`config.mk`:
```
export PLATFORM = sky130hd
export DESIGN_NAME = minifloat8_adder_core
export DESIGN_NICKNAME = d
export VERILOG_FILES = /design/src/mfa_pkg.sv /design/src/minifloat8_adder_core.sv
export VERILOG_INCLUDE_DIRS = /design/src /design/src/src
export SDC_FILE = /design/constraint.sdc
export NUM_CORES = 1
export LEC_CHECK = 0
export BUFFER_PORTS_ARGS = -buffer_cell sky130_fd_sc_hd__buf_2
export CORE_MARGIN = 1.5
export CORE_UTILIZATION = 35
export DETAILED_ROUTE_END_ITERATION = 8
export PLACE_DENSITY_LB_ADDON = 0.08
export SLEW_MARGIN = 10
export SYNTH_ARGS = -nofsm -noshare
export SYNTH_HDL_FRONTEND = slang
export SYNTH_SLANG_ARGS = --single-unit
```
`constraint.sdc`:
```
create_clock -name clk -period 2.9 [get_ports clk]
set_clock_uncertainty 0.2 [all_clocks]
set_input_delay 0.145 -clock clk [delete_from_list [all_inputs] [get_ports clk]]
set_output_delay 0.145 -clock clk [all_outputs]
set_load 0.005 [all_outputs]
```
`src/minifloat8_adder_core_macros.svh`:
```
// assertion macros for the minifloat adder core
// used by minifloat8_adder_core.sv, no other dependencies
`ifndef MINIFLOAT8_ADDER_CORE_MACROS_SVH
`define MINIFLOAT8_ADDER_CORE_MACROS_SVH

// same-cycle implication, disabled during reset
`define MFA_ASSERT_NOW(label, clk, rst, ante, cons, msg) \
  label: assert property (@(posedge clk) disable iff (rst) (ante) |-> (cons)) \
    else $error(msg);

// next-cycle implication, disabled during reset
`define MFA_ASSERT_NEXT(label, clk, rst, ante, cons, msg) \
  label: assert property (@(posedge clk) disable iff (rst) (ante) |=> (cons)) \
    else $error(msg);

`endif

```
`src/mfa_pkg.sv`:
```
// constants and helpers for the minifloat adder core
// no dependencies
`timescale 1ns / 1ps

package mfa_pkg;

  localparam int CODE_W = 8;
  localparam int EXP_W  = 3;
  localparam int FRAC_W = 4;
  // operand magnitude in units of 2^-7: (16 + f) << e, at most 12 bits
  localparam int MAG_W  = 12;
  // sum magnitude, one bit more
  localparam int SUM_W  = 13;
  localparam int POS_W  = 4;

  localparam logic [POS_W-1:0] TOP_POS  = POS_W'(SUM_W - 1);
  localparam logic [POS_W-1:0] FRAC_POS = POS_W'(FRAC_W);
  // leading one at this position means biased exponent 8
  localparam logic [POS_W-1:0] OVF_POS  = POS_W'(FRAC_W + (1 << EXP_W));

  localparam logic [CODE_W-2:0] SAT_MAG = '1;

  typedef logic [MAG_W-1:0] mag_t;
  typedef logic [SUM_W-1:0] sum_t;
  typedef logic [POS_W-1:0] pos_t;

  // magnitude of one code, implicit one always present
  function automatic mag_t code_mag(input logic [CODE_W-1:0] code);
    mag_t base;
    base = {{(MAG_W - FRAC_W - 1){1'b0}}, 1'b1, code[FRAC_W-1:0]};
    return base << code[FRAC_W +: EXP_W];
  endfunction

  // position of the leading one, zero for a zero input
  function automatic pos_t lead_pos(input sum_t v);
    pos_t p;
    p = '0;
    for (int i = 0; i < SUM_W; i++) begin
      if (v[i]) p = POS_W'(i);
    end
    return p;
  endfunction

endpackage

```
`src/minifloat8_adder_core.sv`:
```
// Four-stage pipelined adder for 8-bit minifloats (sign, 3-bit exponent with bias 3,
// 4-bit fraction, implicit leading one, no zero code on input). One word is accepted
// every cycle unless the output stalls, and its sum leaves through the four register
// stages (decode, add/subtract, leading-one search, normalise and pack), each of which
// holds one word and moves on whenever the stage after it has room.
// A stall at the output holds the words in place and s_axis_tready falls only once
// every stage is full. The sum is exact before normalisation, the fraction is
// truncated, an exactly zero sum gives 0x00, overflow saturates to 0x7F or 0xFF and
// underflow forces the exponent field to zero.
// depends on mfa_pkg and minifloat8_adder_core_macros.svh
`timescale 1ns / 1ps
`include "minifloat8_adder_core_macros.svh"

module minifloat8_adder_core (
  input  logic        clk,
  input  logic        rst,
  input  logic        s_axis_tvalid,
  output logic        s_axis_tready,
  input  logic [15:0] s_axis_tdata,   // [7:0] operand_a, [15:8] operand_b
  output logic        m_axis_tvalid,
  input  logic        m_axis_tready,
  output logic [7:0]  m_axis_tdata,   // [7:0] sum_value
  output logic [1:0]  m_axis_tuser    // [0] overflow, [1] underflow
);

  // stage enables, each stage moves when empty or when the next one moves
  logic en1, en2, en3, en4;

  // stage 1: operand magnitudes and signs
  logic          v1;
  mfa_pkg::mag_t ma1, mb1;
  logic          sa1, sb1;

  // stage 2: signed sum as magnitude and sign
  logic          v2;
  mfa_pkg::sum_t mag2;
  logic          neg2;
  mfa_pkg::sum_t mag2_next;
  logic          neg2_next;

  // stage 3: leading one found
  logic          v3;
  mfa_pkg::sum_t mag3;
  logic          neg3;
  logic          nz3;
  mfa_pkg::pos_t pos3;

  // stage 4 logic
  mfa_pkg::sum_t                      norm4;
  logic [mfa_pkg::FRAC_W-1:0]         frac4;
  logic [mfa_pkg::EXP_W-1:0]          exp4;
  logic [7:0]                         tdata_next;
  logic [1:0]                         tuser_next;

  assign en4 = !m_axis_tvalid || m_axis_tready;
  assign en3 = !v3 || en4;
  assign en2 = !v2 || en3;
  assign en1 = !v1 || en2;
  assign s_axis_tready = en1;

  always_ff @(posedge clk) begin
    if (rst) begin
      v1 <= 1'b0;
      v2 <= 1'b0;
      v3 <= 1'b0;
      m_axis_tvalid <= 1'b0;
    end else begin
      if (en1) v1 <= s_axis_tvalid;
      if (en2) v2 <= v1;
      if (en3) v3 <= v2;
      if (en4) m_axis_tvalid <= v3;
    end
  end

  always_ff @(posedge clk) begin
    if (en1) begin
      ma1 <= mfa_pkg::code_mag(s_axis_tdata[7:0]);
      mb1 <= mfa_pkg::code_mag(s_axis_tdata[15:8]);
      sa1 <= s_axis_tdata[7];
      sb1 <= s_axis_tdata[15];
    end
  end

  always_comb begin
    if (sa1 == sb1) begin
      mag2_next = {1'b0, ma1} + {1'b0, mb1};
      neg2_next = sa1;
    end else if (ma1 >= mb1) begin
      mag2_next = {1'b0, ma1 - mb1};
      neg2_next = sa1;
    end else begin
      mag2_next = {1'b0, mb1 - ma1};
      neg2_next = sb1;
    end
  end

  always_ff @(posedge clk) begin
    if (en2) begin
      mag2 <= mag2_next;
      neg2 <= neg2_next;
    end
  end

  always_ff @(posedge clk) begin
    if (en3) begin
      mag3 <= mag2;
      neg3 <= neg2;
      nz3  <= |mag2;
      pos3 <= mfa_pkg::lead_pos(mag2);
    end
  end

  // leading one moved to the top bit, fraction sits just below it
  always_comb begin
    norm4 = mag3 << (mfa_pkg::TOP_POS - pos3);
    frac4 = norm4[mfa_pkg::SUM_W-2 -: mfa_pkg::FRAC_W];
    exp4  = mfa_pkg::EXP_W'(pos3 - mfa_pkg::FRAC_POS);
    tdata_next = '0;
    tuser_next = '0;
    if (nz3) begin
      if (pos3 >= mfa_pkg::OVF_POS) begin
        tdata_next = {neg3, mfa_pkg::SAT_MAG};
        tuser_next = 2'b01;
      end else if (pos3 < mfa_pkg::FRAC_POS) begin
        tdata_next = {neg3, {mfa_pkg::EXP_W{1'b0}}, frac4};
        tuser_next = 2'b10;
      end else begin
        tdata_next = {neg3, exp4, frac4};
      end
    end
  end

  always_ff @(posedge clk) begin
    if (en4) begin
      m_axis_tdata <= tdata_next;
      m_axis_tuser <= tuser_next;
    end
  end

  `MFA_ASSERT_NOW(a_ovf_saturates, clk, rst, m_axis_tvalid && m_axis_tuser[0],
    m_axis_tdata[6:0] == 7'h7F, "overflow without saturated word")
  `MFA_ASSERT_NOW(a_flags_exclusive, clk, rst, m_axis_tvalid,
    !(m_axis_tuser[0] && m_axis_tuser[1]), "overflow and underflow together")
  `MFA_ASSERT_NOW(a_unf_exp_zero, clk, rst, m_axis_tvalid && m_axis_tuser[1],
    m_axis_tdata[6:4] == 3'b000, "underflow with nonzero exponent field")
  `MFA_ASSERT_NEXT(a_full_stall_holds, clk, rst,
    v1 && v2 && v3 && m_axis_tvalid && !m_axis_tready,
    !s_axis_tready || m_axis_tready, "full pipeline took a word while stalled")

endmodule

```
## Yosys cells after proc, flatten, opt, wreduce, memory -nomap -nowiden

Index checks and enable logic that the tools add are counted.

- Logic and storage cells: 61
- Register bits after elaboration: 73
- Bits of input ports: 20

- Add/sub/neg operators: 5
- Reduce and logical (&&, ||, !) cells: 11
- $lt $le $gt $ge: 3
- Muxes and demuxes: 19
- Shift-type cells: 3
- Equal/unequal tests: 1
- Bitwise gates (word level): 1

Operators by type and width:

| operator | number |
|---|---|
| $mux W4 | 6 |
| $shl A5 B3 Y12 | 2 |
| $sub A12 B12 Y12 | 2 |
| $mux W7 | 2 |
| $add A12 B12 Y13 | 1 |
| $mux W13 | 1 |
| $reduce_or A13 Y1 | 1 |
| $shl A13 B4 Y12 | 1 |
| $ge A12 B12 Y1 | 1 |
| $mux W12 | 1 |
| $mux W3 | 4 |
| $reduce_or A5 Y1 | 1 |
| $ge A4 B4 Y1 const B | 1 |
| $logic_not A1 Y1 | 4 |
| $logic_or A1 B1 Y1 | 4 |
| $lt A4 B3 Y1 const B | 1 |
| $mux W1 | 4 |
| $sub A4 B4 Y4 const A | 1 |
| $sub A3 B3 Y3 const B | 1 |
| $mux W2 | 1 |
| $reduce_or A2 Y1 | 1 |
| $eq A1 B1 Y1 | 1 |
| $not A1 Y1 | 1 |

## Logic depth before layout (Yosys ltp)

Gate-level depths: netlist of run 1.

- Depth in word-level cells: 11
- Depth in mapped cells: 11
- Depth with buffers taken out: 10

## Least setup slack after synthesis of run 1

No wires, ideal clock.

- Kind: register to register
- From: reg ma1[3]
- To: reg mag2[3], data pin
- Cell stages (with the launch flop): 11
- Required time: 2441 ps
- Arrival time: 2175 ps
- Setup slack: 266 ps
- Period minus slack after synthesis: 2634 ps
- Buffers on the path: 1
- Cells stage by stage: edfxtp_1 -> inv_1 -> ha_1 -> buf_2 -> a21oi_1 -> o211ai_1 -> a32oi_2 -> a21oi_4 -> or3b_1 -> a31o_2 -> xor2_1

- Longest elaborated chain between the ends: 3
- Elaborated cells on any way between the ends: 6
- Those cells by class: add/sub (3); order compare (1); mux (2)

Ends and longest elaborated chain:

| element | line | text |
|---|---|---|
| start: declaration | minifloat8_adder_core.sv:31 | `mfa_pkg::mag_t ma1, mb1;` |
| start signal: assignment | minifloat8_adder_core.sv:77 | `ma1 <= mfa_pkg::code_mag(s_axis_tdata[7:0]);` |
| $sub A12 B12 Y12, or another cell as far along | minifloat8_adder_core.sv:92 | `mag2_next = {1'b0, mb1 - ma1};` |
| $mux W12 | minifloat8_adder_core.sv:88 | `end else if (ma1 >= mb1) begin` |
| $mux W13 * | minifloat8_adder_core.sv:85 | `if (sa1 == sb1) begin` |
| via mag2_next[3] | minifloat8_adder_core.sv:38 | `mfa_pkg::sum_t mag2_next;` |
| end signal: assignment | minifloat8_adder_core.sv:99 | `mag2 <= mag2_next;` |
| end: declaration | minifloat8_adder_core.sv:36 | `mfa_pkg::sum_t mag2;` |

The timed path passes the listed nets; every way through them passes the cells marked *.
A chain may end at the register's enable or synchronous reset.

## Worst setup path after layout of run 1

- From: reg mb1[3]
- To: reg mag2[11], data pin

- Longest elaborated chain between the ends: 3
- Elaborated cells on any way between the ends: 6
- Those cells by class: add/sub (3); order compare (1); mux (2)

Ends and longest elaborated chain:

| element | line | text |
|---|---|---|
| start: declaration | minifloat8_adder_core.sv:31 |  |
| start signal: assignment | minifloat8_adder_core.sv:78 | `mb1 <= mfa_pkg::code_mag(s_axis_tdata[15:8]);` |
| $sub A12 B12 Y12, or another cell as far along | minifloat8_adder_core.sv:92 |  |
| $mux W12 | minifloat8_adder_core.sv:88 |  |
| $mux W13 * | minifloat8_adder_core.sv:85 |  |
| via mag2_next[11] | minifloat8_adder_core.sv:38 |  |

Marks and branches as above.

==> results.cfg, run 1 <==
[run_status]
status = complete, no violations

[setup_path]
end_kind = flop
crit_path_top_delay_cell = edfxtp_1
worstSetupPathType = flop to flop
crit_path_start = mb1[3]$_SDFFCE_PP0P_
r2r.worst_path.cells = 11
critPathArrivalTime_ps = 2760
reg2reg_from = mb1[3]$_SDFFCE_PP0P_
path_buf_inv = 3
worst_ep_required_time_ps = 2790
crit_path_start_kind = flop
cp_num_cells = 11
cpPeakStageDelay_ps = 450
path_cells = ha_4 > a21oi_2 > o211ai_1 > a32oi_2 > buf_6 > a21oi_4 > buf_12 > buf_4 > o311a_1 > a211oi_2 > xnor2_1
worstPathMaxFanout = 7
cp_top_family = compound AO/OA/AOI/OAI gates

[clocking]
cts_buffer_depth = 2
htreeDepth = 3
cts_tree = done
clock_sinks = 72
root_buffer = clkbuf_16
clkTransAtPathRegs_ps = 60
clkLatencyLatePin_ps = 340
cts_buffers = 9

[hold_path]
min_path_type = input port to flop
whs_path_depth = 3
min_from = s_axis_tdata[10]

[synth]
synth_fp_nets = 536
synth_area_per_cell_sq_um = 10.32
synth_top_area_share = 0.4146
netlist_area_sq_mm = 0.004925
synth_top_area_cell = edfxtp_1
ys.flop_type = edfxtp_1
synth_edf_count = 68
async_reset_ff_frac = 0
yosysSeqAreaShare = 0.4309
synthTopCellsByArea = edfxtp_1, ha_1, mux2i_1
synth.most_common_cell = edfxtp_1
yosysWarnings = 0
syn_inst = 477
synth_cell_types = 66
ys_ff_latch = 72
synth.top_cells.by_count = edfxtp_1, inv_1, ha_1, a21oi_1, nor2_1

[power_and_ir_drop]
p_int_mw = 2.891
leakage_nw = 2.438
p_comb_frac = 0.358
power_density_mw_per_mm2 = 700.7
swShare = 0.3143
pwr-share-seq = 0.377
ir_drop_v = 0.0003523
p_clk_frac = 0.265
p_switching_mw = 1.325

[routing]
route.detailed.drc = 0
first_iter_violations = 181
avgRoutedWirePerCell_um = 15.00
vias_per_cell = 5.100
drtAntennaViolNets = 0
routed_wl_mm = 10.92
dr.pass1.iters = 4
vias = 3713

[timing]
holdWs_ps = 16.27
rsz0062_at_grt = yes
setup_violations = 0
worst_slew_pin_slew_ps = 715.2
hold_viol_final = 0
post-route-min-period_ps = 2875
fin_tns_setup_ps = 0
slew-limit-headroom = 0.5198
fmax_ghz = 0.3478
slew_violations = 0
period_share = 0.9915

[flow_run]
drv_cap = 0

[finish]
drive_gt1_frac = 0.2190
syn_to_final_growth_pct = 22.18
fin_cells = 728
antenna_cells = 0
utilization = 0.4352
final_nets = 602

[die]
fp-row-count = 43
ioPinCount = 32
die-area_sq_mm = 0.01479
dieHeight_um = 121.6
die_w_um = 121.6
coreArea_sq_mm = 0.01383
initial_core_util = 0.3562

[placement]
dp.cells = 693
gp_congestion = 0.8264
hpwl_mm = 8.334
io_buffers = 31

[grt]
antenna_found_initial = 0
overflow = 0
grt_usage = 0.1549
grt_max_degree = 28
grt_pass1_wl_mm = 17.37
first_global_vias = 3619
## flip-flops by register name, indices dropped and copies added, names as in the netlist, 2 cells and up
| signal | count |
|---|---|
| mag2 | 13 |
| ma1 | 12 |
| mag3 | 12 |
| mb1 | 12 |
| m_axis_tdata | 8 |
| pos3 | 4 |
| m_axis_tuser | 2 |
## layer usage
metal / wire [um] / part of all wire / GRT usage / up-vias
met3: 351 / 0.032 / 0.03839 / 22
met2: 5687 / 0.52 / 0.2857 / 63
met4: 358 / 0.033 / 0.08603 / 0
li1: - / - / - / 1879
met1: 4519 / 0.41 / 0.1599 / 1749
met5: 0 / 0 / 0 / -
## cells in the final DEF, fill, tap and decap left out, types with 5 or more instances in the layout
cell,instances
o21a_1,5
nand2b_1,7
a211oi_1,8
clkbuf_16,9
ha_1,31
xnor2_1,8
o31a_1,5
nand2_1,25
mux4_2,6
nor3_1,16
buf_6,7
nor2_1,32
inv_1,43
o21ai_0,24
edfxtp_1,68
nor2b_1,17
mux2i_1,19
a21oi_1,29
dlygate4sd3_1,8
buf_2,31
buf_4,30
## stage by stage
stage	setup slack [ps]	area, sq um	power [mW]
final	24.57	6017	4.216
after global routing	-41.04	6017	4.468
after CTS	-0.3584	5814	4.182
after detailed placement	-56.37	5410	3.024
after global placement	-22.08	5410	3.012
after floorplan	265.6	4925	2.633
## timing repair
action / CTS / global route
cloned: 1 / 0
hold buffers: 8 / 0
endpoints found under the hold margin: 9 / 0
gates resized for setup: 2 / 29
pin swaps: 0 / 19
endpoints found under the setup margin: 7 / 11
setup buffers: 1 / 9
## logic make-up after synthesis
logic type      Yosys count  synth area share
compound gates          128            0.1745
xor+xnor                 13           0.02693
fa+ha+maj                39            0.1037
buf+inv                  68           0.05564
flops                    72            0.4309
mux                      29           0.07495
simple gates            128            0.1334
## worst register-to-register path, stage by stage (launching register included)
cell and delay [ps]:
edfxtp_1 450, ha_4 300, a21oi_2 150, o211ai_1 170, a32oi_2 220, buf_6 140
a21oi_4 60, buf_12 160, buf_4 140, o311a_1 300, a211oi_2 220, xnor2_1 110
## power groups by stage
stage / sequential [mW] / clock [mW] / combinational, mW
after floorplan: 1.59 / 0 / 1.05
after global placement: 1.61 / 0 / 1.40
after detailed placement: 1.61 / 0 / 1.41
after CTS: 1.59 / 1.15 / 1.44
after global routing: 1.63 / 1.18 / 1.66
final: 1.59 / 1.12 / 1.51
## final timing paths
kind | to | slack [ps]
min reg2reg | neg3$_DFFE_PP_ | 230
max reg2reg | mag2[11]$_DFFE_PP_ | 20
max | mag2[11]$_DFFE_PP_ | 20
min | mb1[7]$_DFFE_PP_ | 20
## layout make-up
class / count / area [sq um]
Clock inverter: 6 / 67.56
Clock buffer: 10 / 229.0
Sequential cell: 72 / 2122
Tap cell: 180 / 225.2
Timing Repair Buffer: 77 / 559.3
Multi-Input combinational cell: 338 / 2645
Fill cell: 1327 / 7810
Inverter: 45 / 168.9
Power figures use the tool's default switching activity.
==> inputs of run 2 (changes only) <==
- CORE_UTILIZATION: 35 -> 60
==> results.cfg, run 2 (synthesis results as in run 1) <==
[routing]
avgRoutedWirePerCell_um = 16.55
dr.pass1.iters = 5
vias = 3916
vias_per_cell = 6.025
routed_wl_mm = 10.76
route.detailed.drc = 0
drtAntennaViolNets = 0
first_iter_violations = 296

[placement]
gp_congestion = 0.8893
io_buffers = 31
dp_slack_ps = -53.23
placed_area_sq_mm = 0.005290
hpwl_mm = 7.897

[clocking]
cts_buffers = 9
cts_buffer_depth = 2
clkLatencyLatePin_ps = 350
clock_sinks = 72
root_buffer = clkbuf_8
clkTransAtPathRegs_ps = 80
cts_tree = done
htreeDepth = 3

[run_status]
status = complete, no violations

[timing]
setup_violations = 0
fmax_ghz = 0.3479
rsz0062_at_grt = yes
hold_viol_final = 0
fin_tns_setup_ps = 0
post-route-min-period_ps = 2874
setup_ws_ps = 25.95
slew-limit-headroom = 0.5317
worst_slew_pin_slew_ps = 700.7
slew_violations = 0
period_share = 0.9911

[power_and_ir_drop]
leakage_nw = 2.389
p_clk_frac = 0.197
p_comb_frac = 0.393
p_int_mw = 2.623
power_density_mw_per_mm2 = 674.9
pwr-share-seq = 0.410
swShare = 0.3293
p_switching_mw = 1.288
ir_drop_v = 0.0003155

[setup_path]
path_buf_inv = 1
worst_ep_required_time_ps = 2810
crit_path_start_kind = flop
worstPathMaxFanout = 4
path_cells = inv_1 > ha_4 > nor2b_1 > o21ai_0 > a21oi_1 > o41ai_1 > mux2i_1 > a211oi_2 > xnor2_1
crit_path_top_delay_cell = o41ai_1
cp_top_family = compound AO/OA/AOI/OAI gates
worstSetupPathType = flop to flop
critPathArrivalTime_ps = 2780
reg2reg_from = ma1[1]$_SDFFCE_PP0P_
cpPeakStageDelay_ps = 470
crit_path_start = ma1[1]$_SDFFCE_PP0P_
end_kind = flop

[die]
initial_core_util = 0.6276
die-area_sq_mm = 0.008760
dieHeight_um = 93.60
fp-row-count = 32
ioPinCount = 32
coreArea_sq_mm = 0.007848
die_w_um = 93.60

[grt]
grt_max_degree = 28
first_global_vias = 3659
antenna_found_initial = 0
grt_pass1_wl_mm = 17.04
overflow = 0
grt_usage = 0.2508

[finish]
multi_input_area_sq_mm = 0.002639
top_register = mag2
syn_to_final_growth_pct = 17.66
final_cell_mix = edfxtp_1, inv_1, buf_4
seqCellArea_sq_mm = 0.002122
fillerInstances = 584
final_common_cell = edfxtp_1
antenna_cells = 0
largest_reg_flops = 13
drive_gt1_frac = 0.2153
fin_area_sq_mm = 0.005794
final_nets = 602

[hold_path]
min_from = s_axis_tdata[12]
min_path_type = input port to flop

[flow_run]
drv_cap = 0
## run 2: cell types whose count changed in the layout (fill, tap and decap cells not counted), sizes merged
cell / before / now
clkinvlp: 2 / 1
clkinv: 2 / 4
inv: 46 / 45
## run 2: final cells by class
| cell class | count | share of cell area |
|---|---|---|
| clock inverter | 6 | 0.01058 |
| tap | 102 | 0.02203 |
| inverter | 45 | 0.02915 |
| multi-input combinational | 338 | 0.4554 |
| clock buffer | 10 | 0.02203 |
| sequential | 72 | 0.3662 |
| timing repair buffer | 77 | 0.09458 |
## run 2: final timing paths
check | end | slack (ps) | depth (start not counted)
hold reg to reg | neg3$_DFFE_PP_ | 250 | 0
hold / removal | mb1[10]$_SDFFCE_PN0P_ | 20 | 2
setup reg to reg | mag2[11]$_DFFE_PP_ | 30 | 9
setup / recovery | mag2[11]$_DFFE_PP_ | 30 | 9
## run 2: routing by layer
layer,GRT usage,part of all wire
met5,0,0
met4,0.1045,0.032
met3,0.03496,0.043
met2,0.4656,0.52
met1,0.2863,0.40
## run 2: worst register-to-register path: stages, from the launching register on
cell      delay [ps]
edfxtp_1         390
inv_1            160
ha_4             240
nor2b_1          120
o21ai_0          300
a21oi_1          190
o41ai_1          480
mux2i_1          190
a211oi_2         270
xnor2_1          100
## run 2: through the flow
stage / util / total power, mW / hold WS [ps] / std cells
after global placement: 0.6741 / 2.969 / 122.3 / 612
after CTS: 0.7136 / 3.826 / 6.982 / 639
after global routing: 0.7384 / 4.126 / 38.15 / 650
after detailed placement: 0.6741 / 3.029 / 126.9 / 612
final: 0.7384 / 3.910 / 22.42 / 650
after floorplan: - / 2.633 / 17.38 / 477
## run 2: what timing repair did
item,in CTS,in global routing
hold buffers,8,0
endpoints found under the hold margin,10,0
setup endpoints to repair,3,10
gates resized for setup,1,27
pin swaps,1,13
buffers inserted,3,10
cloned,0,1
## run 2: power by group through the flow
stage / clock network, mW / logic [mW] / registers (mW)
final: 0.770 / 1.54 / 1.60
after global routing: 0.821 / 1.67 / 1.63
after CTS: 0.786 / 1.44 / 1.60
after detailed placement: 0 / 1.40 / 1.62
after global placement: 0 / 1.37 / 1.60
after floorplan: 0 / 1.05 / 1.59
